## src/rtl/bdq_pkg.sv

```systemverilog
// Shared operation and status codes for the bounded deque with search.
package bdq_pkg;

  typedef enum logic [2:0] {
    KIND_INS_FRONT = 3'd0,
    KIND_INS_BACK  = 3'd1,
    KIND_RM_VALUE  = 3'd2,
    KIND_RM_FRONT  = 3'd3,
    KIND_RM_BACK   = 3'd4,
    KIND_CLEAR     = 3'd5,
    KIND_CONTAINS  = 3'd6
  } kind_e;

  typedef enum logic [1:0] {
    ST_DONE      = 2'd0,
    ST_NOT_FOUND = 2'd1,
    ST_FULL      = 2'd2,
    ST_EMPTY     = 2'd3
  } status_e;

endpackage

```

## src/rtl/bdq_if.sv

```systemverilog
// Request and response channel interfaces for the bounded deque.
interface bdq_req_if #(
  parameter int DATA_WIDTH = 32
);
  logic                  valid;
  logic                  ready;
  logic [2:0]            kind;
  logic [DATA_WIDTH-1:0] value;

  modport source (output valid, output kind, output value, input ready);
  modport sink   (input valid, input kind, input value, output ready);
endinterface

interface bdq_rsp_if #(
  parameter int DATA_WIDTH = 32,
  parameter int CNT_WIDTH  = 5
);
  logic                  valid;
  logic                  ready;
  logic [1:0]            status;
  logic                  found;
  logic [DATA_WIDTH-1:0] front_value;
  logic [DATA_WIDTH-1:0] back_value;
  logic [CNT_WIDTH-1:0]  entry_count;
  logic                  is_empty;

  modport source (output valid, output status, output found, output front_value,
                  output back_value, output entry_count, output is_empty, input ready);
  modport sink   (input valid, input status, input found, input front_value,
                  input back_value, input entry_count, input is_empty, output ready);
endinterface

```

## src/rtl/bdq_ram.sv

```systemverilog
// Entry store: one write port and one registered read port.
module bdq_ram #(
  parameter int DEPTH      = 16,
  parameter int DATA_WIDTH = 32
) (
  input  logic                                     clk_i,
  input  logic                                     we_i,
  input  logic [((DEPTH > 1) ? $clog2(DEPTH) : 1)-1:0] waddr_i,
  input  logic [DATA_WIDTH-1:0]                    wdata_i,
  input  logic                                     re_i,
  input  logic [((DEPTH > 1) ? $clog2(DEPTH) : 1)-1:0] raddr_i,
  output logic [DATA_WIDTH-1:0]                    rdata_o
);
  logic [DATA_WIDTH-1:0] mem [DEPTH];
  logic [DATA_WIDTH-1:0] rdata_q;

  always_ff @(posedge clk_i) begin
    if (we_i) begin
      mem[waddr_i] <= wdata_i;
    end
  end

  always_ff @(posedge clk_i) begin
    if (re_i) begin
      rdata_q <= mem[raddr_i];
    end
  end

  assign rdata_o = rdata_q;
endmodule

```

## src/rtl/bdq_addr.sv

```systemverilog
// Shared index unit: maps a position from the front to a slot of the ring.
module bdq_addr #(
  parameter int DEPTH = 16
) (
  input  logic [((DEPTH > 1) ? $clog2(DEPTH) : 1)-1:0] head_i,
  input  logic [((DEPTH > 1) ? $clog2(DEPTH) : 1)-1:0] lidx_i,
  output logic [((DEPTH > 1) ? $clog2(DEPTH) : 1)-1:0] phys_o
);
  localparam int AW = (DEPTH > 1) ? $clog2(DEPTH) : 1;
  localparam logic [AW:0] DEPTH_W = (AW+1)'(DEPTH);

  logic [AW:0] sum;
  logic [AW:0] wrapped;

  assign sum     = {1'b0, head_i} + {1'b0, lidx_i};
  assign wrapped = sum - DEPTH_W;
  assign phys_o  = (sum >= DEPTH_W) ? wrapped[AW-1:0] : sum[AW-1:0];
endmodule

```

## src/rtl/bounded_deque_with_search_unit.sv

```systemverilog
// Bounded deque with search: top level with the operation sequencer.
// Values are kept in a ring in a memory with one registered read port; a head pointer and a
// count locate the front and back. Front and back inserts and removals, clear and the unused
// kind go to the finish: read the front entry, then the back entry, then load the output
// register; both reads are skipped when the store ends empty. Contains and remove-by-value
// scan from the front, reading and then comparing each entry examined (no scan on an empty
// store); on a match, removal by value moves each later entry one place forward, reading and
// then writing it, before the same finish. A request is taken only while the sequencer is
// idle, so the next one is accepted in the same cycle as a result appears at the earliest; a
// finished result waits in an output register, so the next request may be taken meanwhile,
// and the sequencer holds at its last step while that register is still occupied.
module bounded_deque_with_search_unit #(
  parameter int DEPTH      = 16,
  parameter int DATA_WIDTH = 32
) (
  input  logic        clk_i,
  input  logic        rst_ni,
  bdq_req_if.sink     req_i,
  bdq_rsp_if.source   rsp_o
);
  import bdq_pkg::*;

  localparam int AW = (DEPTH > 1) ? $clog2(DEPTH) : 1;
  localparam int CW = $clog2(DEPTH + 1);
  localparam logic [CW-1:0] DEPTH_C = CW'(DEPTH);
  localparam logic [AW-1:0] LAST_C  = AW'(DEPTH - 1);

  localparam logic [2:0] S_IDLE    = 3'd0;
  localparam logic [2:0] S_SRCH_RD = 3'd1;
  localparam logic [2:0] S_SRCH_CM = 3'd2;
  localparam logic [2:0] S_SH_RD   = 3'd3;
  localparam logic [2:0] S_SH_WR   = 3'd4;
  localparam logic [2:0] S_FR_RD   = 3'd5;
  localparam logic [2:0] S_BK_RD   = 3'd6;
  localparam logic [2:0] S_FIN     = 3'd7;

  logic [2:0]            state_q, state_d;
  logic [AW-1:0]         head_q, head_d;
  logic [CW-1:0]         cnt_q, cnt_d;
  logic [CW-1:0]         idx_q, idx_d;
  logic [DATA_WIDTH-1:0] val_q, val_d;
  logic                  rm_q, rm_d;
  status_e               st_q, st_d;
  logic                  found_q, found_d;
  logic [DATA_WIDTH-1:0] front_q, front_d;

  logic                  rsp_valid_q;
  logic [1:0]            rsp_status_q;
  logic                  rsp_found_q;
  logic [DATA_WIDTH-1:0] rsp_front_q;
  logic [DATA_WIDTH-1:0] rsp_back_q;
  logic [CW-1:0]         rsp_count_q;
  logic                  rsp_empty_q;

  logic                  accept;
  logic                  load_out;
  logic [AW-1:0]         lidx;
  logic [AW-1:0]         phys;
  logic [AW-1:0]         head_dec;
  logic [CW-1:0]         idx_nx;
  logic                  we;
  logic [AW-1:0]         waddr;
  logic [DATA_WIDTH-1:0] wdata;
  logic                  re;
  logic [DATA_WIDTH-1:0] rdata;

  bdq_addr #(.DEPTH(DEPTH)) u_addr (
    .head_i (head_q),
    .lidx_i (lidx),
    .phys_o (phys)
  );

  bdq_ram #(.DEPTH(DEPTH), .DATA_WIDTH(DATA_WIDTH)) u_ram (
    .clk_i   (clk_i),
    .we_i    (we),
    .waddr_i (waddr),
    .wdata_i (wdata),
    .re_i    (re),
    .raddr_i (phys),
    .rdata_o (rdata)
  );

  assign req_i.ready = (state_q == S_IDLE);
  assign accept      = req_i.valid && (state_q == S_IDLE);
  assign head_dec    = (head_q == '0) ? LAST_C : head_q - AW'(1);
  assign idx_nx      = idx_q + CW'(1);

  always_comb begin
    state_d  = state_q;
    head_d   = head_q;
    cnt_d    = cnt_q;
    idx_d    = idx_q;
    val_d    = val_q;
    rm_d     = rm_q;
    st_d     = st_q;
    found_d  = found_q;
    front_d  = front_q;
    load_out = 1'b0;
    lidx     = '0;
    we       = 1'b0;
    waddr    = phys;
    wdata    = val_q;
    re       = 1'b0;
    unique case (state_q)
      S_IDLE: begin
        lidx = (req_i.kind == KIND_INS_BACK) ? cnt_q[AW-1:0] : AW'(1);
        if (accept) begin
          val_d   = req_i.value;
          rm_d    = (req_i.kind == KIND_RM_VALUE);
          st_d    = ST_DONE;
          found_d = 1'b0;
          idx_d   = '0;
          state_d = S_FR_RD;
          unique case (kind_e'(req_i.kind))
            KIND_INS_FRONT: begin
              if (cnt_q == DEPTH_C) begin
                st_d = ST_FULL;
              end else begin
                head_d = head_dec;
                we     = 1'b1;
                waddr  = head_dec;
                wdata  = req_i.value;
                cnt_d  = cnt_q + CW'(1);
              end
            end
            KIND_INS_BACK: begin
              if (cnt_q == DEPTH_C) begin
                st_d = ST_FULL;
              end else begin
                we    = 1'b1;
                wdata = req_i.value;
                cnt_d = cnt_q + CW'(1);
              end
            end
            KIND_RM_VALUE, KIND_CONTAINS: begin
              if (cnt_q == '0) begin
                if (req_i.kind == KIND_RM_VALUE) begin
                  st_d = ST_EMPTY;
                end
              end else begin
                state_d = S_SRCH_RD;
              end
            end
            KIND_RM_FRONT: begin
              if (cnt_q == '0) begin
                st_d = ST_EMPTY;
              end else begin
                head_d = phys;
                cnt_d  = cnt_q - CW'(1);
              end
            end
            KIND_RM_BACK: begin
              if (cnt_q == '0) begin
                st_d = ST_EMPTY;
              end else begin
                cnt_d = cnt_q - CW'(1);
              end
            end
            KIND_CLEAR: begin
              cnt_d = '0;
            end
            default: begin
            end
          endcase
        end
      end
      S_SRCH_RD: begin
        lidx    = idx_q[AW-1:0];
        re      = 1'b1;
        state_d = S_SRCH_CM;
      end
      S_SRCH_CM: begin
        if (rdata == val_q) begin
          if (rm_q) begin
            state_d = S_SH_RD;
          end else begin
            found_d = 1'b1;
            state_d = S_FR_RD;
          end
        end else if (idx_nx == cnt_q) begin
          if (rm_q) begin
            st_d = ST_NOT_FOUND;
          end
          state_d = S_FR_RD;
        end else begin
          idx_d   = idx_nx;
          state_d = S_SRCH_RD;
        end
      end
      S_SH_RD: begin
        lidx = idx_nx[AW-1:0];
        if (idx_nx < cnt_q) begin
          re      = 1'b1;
          state_d = S_SH_WR;
        end else begin
          cnt_d   = cnt_q - CW'(1);
          state_d = S_FR_RD;
        end
      end
      S_SH_WR: begin
        lidx    = idx_q[AW-1:0];
        we      = 1'b1;
        wdata   = rdata;
        idx_d   = idx_nx;
        state_d = S_SH_RD;
      end
      S_FR_RD: begin
        lidx = '0;
        if (cnt_q == '0) begin
          state_d = S_FIN;
        end else begin
          re      = 1'b1;
          state_d = S_BK_RD;
        end
      end
      S_BK_RD: begin
        lidx    = AW'(cnt_q - CW'(1));
        re      = 1'b1;
        front_d = rdata;
        state_d = S_FIN;
      end
      S_FIN: begin
        if (!rsp_valid_q || rsp_o.ready) begin
          load_out = 1'b1;
          state_d  = S_IDLE;
        end
      end
      default: begin
        state_d = S_IDLE;
      end
    endcase
  end

  always_ff @(posedge clk_i or negedge rst_ni) begin
    if (!rst_ni) begin
      state_q     <= S_IDLE;
      head_q      <= '0;
      cnt_q       <= '0;
      rsp_valid_q <= 1'b0;
    end else begin
      state_q <= state_d;
      head_q  <= head_d;
      cnt_q   <= cnt_d;
      if (load_out) begin
        rsp_valid_q <= 1'b1;
      end else if (rsp_o.ready) begin
        rsp_valid_q <= 1'b0;
      end
    end
  end

  always_ff @(posedge clk_i) begin
    idx_q   <= idx_d;
    val_q   <= val_d;
    rm_q    <= rm_d;
    st_q    <= st_d;
    found_q <= found_d;
    front_q <= front_d;
    if (load_out) begin
      rsp_status_q <= st_q;
      rsp_found_q  <= found_q;
      rsp_front_q  <= (cnt_q == '0) ? '0 : front_q;
      rsp_back_q   <= (cnt_q == '0) ? '0 : rdata;
      rsp_count_q  <= cnt_q;
      rsp_empty_q  <= (cnt_q == '0);
    end
  end

  assign rsp_o.valid       = rsp_valid_q;
  assign rsp_o.status      = rsp_status_q;
  assign rsp_o.found       = rsp_found_q;
  assign rsp_o.front_value = rsp_front_q;
  assign rsp_o.back_value  = rsp_back_q;
  assign rsp_o.entry_count = rsp_count_q;
  assign rsp_o.is_empty    = rsp_empty_q;
endmodule

```

## src/flat_wrapper.sv

```systemverilog
// flat-port wrapper written by rule: the top's interface ports become plain ports
module bounded_deque_with_search_unit_flat import bdq_pkg::*;
#(
  parameter int DEPTH      = 16,
  parameter int DATA_WIDTH = 32
)
  (clk_i, rst_ni, req_i_valid, req_i_kind, req_i_value, req_i_ready, rsp_o_valid, rsp_o_status, rsp_o_found, rsp_o_front_value, rsp_o_back_value, rsp_o_entry_count, rsp_o_is_empty, rsp_o_ready);
  bdq_req_if #(.DATA_WIDTH(DATA_WIDTH)) req_i_i ();
  bdq_rsp_if #(.DATA_WIDTH(DATA_WIDTH), .CNT_WIDTH((5))) rsp_o_i ();
  input  logic clk_i;
  input  logic rst_ni;
  input wire logic [$bits(req_i_i.valid)-1:0] req_i_valid;
  input wire logic [$bits(req_i_i.kind)-1:0] req_i_kind;
  input wire logic [$bits(req_i_i.value)-1:0] req_i_value;
  output wire logic [$bits(req_i_i.ready)-1:0] req_i_ready;
  output wire logic [$bits(rsp_o_i.valid)-1:0] rsp_o_valid;
  output wire logic [$bits(rsp_o_i.status)-1:0] rsp_o_status;
  output wire logic [$bits(rsp_o_i.found)-1:0] rsp_o_found;
  output wire logic [$bits(rsp_o_i.front_value)-1:0] rsp_o_front_value;
  output wire logic [$bits(rsp_o_i.back_value)-1:0] rsp_o_back_value;
  output wire logic [$bits(rsp_o_i.entry_count)-1:0] rsp_o_entry_count;
  output wire logic [$bits(rsp_o_i.is_empty)-1:0] rsp_o_is_empty;
  input wire logic [$bits(rsp_o_i.ready)-1:0] rsp_o_ready;
  assign req_i_i.valid = req_i_valid;
  assign req_i_i.kind = req_i_kind;
  assign req_i_i.value = req_i_value;
  assign req_i_ready = req_i_i.ready;
  assign rsp_o_valid = rsp_o_i.valid;
  assign rsp_o_status = rsp_o_i.status;
  assign rsp_o_found = rsp_o_i.found;
  assign rsp_o_front_value = rsp_o_i.front_value;
  assign rsp_o_back_value = rsp_o_i.back_value;
  assign rsp_o_entry_count = rsp_o_i.entry_count;
  assign rsp_o_is_empty = rsp_o_i.is_empty;
  assign rsp_o_i.ready = rsp_o_ready;
  bounded_deque_with_search_unit #(.DEPTH(DEPTH), .DATA_WIDTH(DATA_WIDTH)) u_core (.clk_i(clk_i), .rst_ni(rst_ni), .req_i(req_i_i), .rsp_o(rsp_o_i));
endmodule
```

## config.mk

```make
export PLATFORM = sky130hd
export DESIGN_NAME = bounded_deque_with_search_unit_flat
export DESIGN_NICKNAME = d
export VERILOG_FILES = /design/src/rtl/bdq_pkg.sv /design/src/rtl/bdq_if.sv /design/src/rtl/bdq_ram.sv /design/src/rtl/bdq_addr.sv /design/src/rtl/bounded_deque_with_search_unit.sv /design/src/flat_wrapper.sv
export SDC_FILE = /design/constraint.sdc
export NUM_CORES = 1
export LEC_CHECK = 0
export BUFFER_PORTS_ARGS = -buffer_cell sky130_fd_sc_hd__buf_2
export CAP_MARGIN = 20
export CORE_AREA = 5 5 299 301
export CTS_CLUSTER_SIZE = 12
export DETAILED_ROUTE_END_ITERATION = 12
export DIE_AREA = 0 0 304 306
export REMOVE_ABC_BUFFERS = 1
export SLEW_MARGIN = 20
export SYNTH_ARGS = -nofsm -noshare
export SYNTH_HDL_FRONTEND = slang
export SYNTH_SLANG_ARGS = --single-unit
```

## constraint.sdc

```tcl
create_clock -name clk_i -period 7 [get_ports clk_i]
set_input_delay 1.4 -clock clk_i [delete_from_list [all_inputs] [get_ports clk_i]]
set_output_delay 1.4 -clock clk_i [all_outputs]
set_load 0.01 [all_outputs]
```

==> impl_metrics.py <==
metrics = {
    "outcome": {
        "status": "completed",
    },
    "routing": {
        "drc_errors": 0,
        "dr_wl_met2_um": 32950,
        "vias": 14741,
        "routedWlPerCell_um": 24.88,
        "wl_met3_um": 5519,
        "ant_nets": 0,
        "routed_wl_um": 70540,
        "avgViaCountPerCell": 5.200,
        "top_layer": "met5",
        "drtIter0Drc": 1546,
        "wl_met1_um": 30530,
        "first_pass_iters": 5,
    },
    "timing": {
        "hold_violations": 0,
        "tightest_slew_ps": 1078,
        "maxSlewHeadroom_pct": 28.13,
        "finClkSkew_ps": 31.04,
        "setup_violations": 0,
        "min_period_ps": 4986,
        "setup_tns_ps": 0,
        "slew_violations": 0,
        "period_share_pct": 71.22,
        "clock.fmax_ghz": 0.2006,
        "rsz0062_at_grt": "false",
    },
    "clocking": {
        "cts_sinks": 703,
        "cts_root_buf": "clkbuf_16",
        "insertion_delay_ps": 630,
        "cts_resized": 0,
        "cts_tree": "done",
        "cts_max_level": 3,
        "cts_hold_buf": 0,
        "clockBufferDepth": 3,
        "cts_buffers": 76,
        "postCtsSetupBuffers": 0,
        "cts.clk_slew.worst_paths_ps": 50,
    },
    "placed_design": {
        "place_hpwl_um": 41050,
        "dp.cells": 2701,
        "portBuffers": 113,
        "gp_congestion": 0.8198,
    },
    "worst_setup_path": {
        "crit_slowest_cell": "fa_4",
        "cp.arrival_ps": 5220,
        "cp_slowest_stage_delay_ps": 1130,
        "crit_cells": 12,
        "crit_type": "input pin to flip-flop",
        "r2r_cells": 11,
        "crit_path_end_kind": "flip-flop",
        "startpoint_type": "input pin",
        "crit_chain": "buf_2 > nor2_1 > a311oi_1 > a21oi_1 > o22ai_1 > ha_4 > fa_4 > inv_1 > o32a_1 > nand2b_1 > a21oi_4 > buf_4",
        "cp.buffers_inverters": 3,
        "cp_max_fo": 32,
        "path_delay_family": "adder cells",
        "crit_required_ps": 7230,
    },
    "cells_and_area": {
        "multi_input_area_um2": 7061,
        "layout-drive-gt1-share_pct": 25.40,
        "nNetsFinal": 1679,
        "area_growth_pct": 16.84,
        "final-seq-area_um2": 21050,
        "final_common_cell": "edfxtp_1",
        "final_cell_mix": "690 x edfxtp_1, 128 x mux4_2, 113 x buf_2",
        "fin_cells": 2835,
        "n_fill_cell": 7793,
    },
    "min_path": {
        "hold_depth": 0,
        "hp-class": "flip-flop to flip-flop",
    },
    "synthesis": {
        "synthDistinctLibCells": 65,
        "ys_ff_latch": 703,
        "synth_edf_count": 690,
        "ys_seq_area_share_pct": 74.70,
        "syn_avg_cell_area_um2": 19.31,
        "synth_area_um2": 28170,
        "yosysWarnings": 0,
        "postSynthCellCount": 1459,
        "synth_flop_cell": "edfxtp_1",
        "synthArstFlopShare_pct": 1.849,
    },
    "floorplanning": {
        "core_um2": 86350,
        "dieArea_um2": 93020,
        "boundaryPins": 114,
        "num_rows": 108,
        "initial_utilization_pct": 32.63,
        "die_y_um": 306,
        "die_w_um": 304,
    },
    "flow_run": {
        "max_cap_viol_count": 0,
    },
    "global_route": {
        "grt_pass1_wl_um": 103300,
        "grt_pass1_vias": 14929,
        "grt_usage_pct": 14.89,
        "antenna_found_initial": 6,
        "overflow": 0,
        "grt_max_degree": 104,
    },
}
synth_stat cells, types with 11 or more instances:
master	instances	share of area, %
inv_1	16	0.21
buf_2	14	0.25
o22ai_1	25	0.56
nand2_1	25	0.33
clkbuf_1	45	0.60
nand3_1	12	0.21
nand2b_1	11	0.24
nor2b_1	69	1.5
edfxtp_1	690	74
mux2i_1	102	3.6
nor3_1	14	0.25
nor2_1	42	0.56
ha_1	13	0.58
a21oi_1	58	1.0
dfrtp_1	13	1.2
mux4_2	128	10
o21ai_0	28	0.50
xor2_1	38	1.2
logic make-up after synthesis:
| family | count (synthesis) | synth area share [%] |
|---|---|---|
| AND/OR/NAND/NOR | 219 | 4.374 |
| adder cells (fa/ha/maj) | 14 | 0.6484 |
| buffers and inverters | 86 | 1.332 |
| XOR/XNOR | 42 | 1.372 |
| AO/OA/AOI/OAI | 164 | 3.682 |
| flip-flops | 703 | 74.70 |
| multiplexers | 231 | 13.90 |
sequential cells by signal (all words and copies together), names as in the netlist:
| signal | flops |
|---|---|
| u_core.rsp_o.found | 1 |
| u_core.rsp_o.status | 2 |
| u_core.val_q | 32 |
| u_core.rsp_o.entry_count | 5 |
| u_core.u_ram.rdata_o | 32 |
| u_core.rsp_o.is_empty | 1 |
| u_core.rsp_o.front_value | 32 |
| u_core.head_q | 4 |
| u_core.cnt_q | 5 |
| u_core.rsp_o.valid | 1 |
| u_core.front_q | 32 |
| u_core.idx_q | 5 |
| u_core.u_ram.mem | 512 |
| u_core.rsp_o.back_value | 32 |
| u_core.found_q | 1 |
| u_core.state_q | 3 |
| u_core.rm_q | 1 |
| u_core.st_q | 2 |
metal layers:
layer | GRT usage, % | up-vias
met2 | 23.50 | 599
met1 | 20.82 | 7773
met3 | 3.783 | 107
li1 | - | 6260
met4 | 3.900 | 2
met5 | 0 | -
final timing paths:
path                       slack, ps         startpoint                        to
max in group asynchronous       6020             rst_ni          u_core.head_q[3]
min in group asynchronous        690             rst_ni           u_core.cnt_q[1]
max                             2010      req_i_kind[1]   u_core.u_ram.mem[2][22]
min                              430     u_core.st_q[1]    u_core.rsp_o.status[1]
max reg2reg                     2050  u_core.state_q[2]  u_core.u_ram.rdata_o[24]
min reg2reg                      430     u_core.st_q[1]    u_core.rsp_o.status[1]
area by class of cell:
type | count | area share (%)
timing repair buffer | 158 | 3.010
antenna | 3 | 0.02281
inverter | 17 | 0.2091
multi-input combinational | 670 | 21.45
tap | 1155 | 4.390
clock buffer | 94 | 5.983
sequential | 703 | 63.93
clock inverter | 35 | 1.003
stage by stage:
| stage | instance area, µm² | hold slack, ps | utilization [%] | setup slack (ps) |
|---|---|---|---|---|
| 4_1_cts | 32840 | 426.2 | 38.03 | 2011 |
| 3_3_place_gp | 30520 | 425.8 | 35.35 | 1405 |
| 6_report | 32920 | 427.1 | 38.12 | 2014 |
| 3_5_place_dp | 30540 | 417.0 | 35.36 | 1405 |
| 5_1_grt | 32910 | 441.9 | 38.11 | 1721 |
| 2_1_floorplan | 27870 | 400.3 | - | -2859 |
worst reg2reg max path, stage by stage, from the launching register on:
cell      delay [ps]
dfrtp_1         1020
nor3_1           310
and3_1           310
o21ai_0          200
o221ai_1         190
ha_1             460
and3_1           240
nor3_1           320
nor2_1           170
xnor2_4          790
buf_4            420
mux2i_1          340
Power is left out: the tool's default activity adds up to more than one toggle a clock period on the data nets, which glitch-free logic cannot reach.
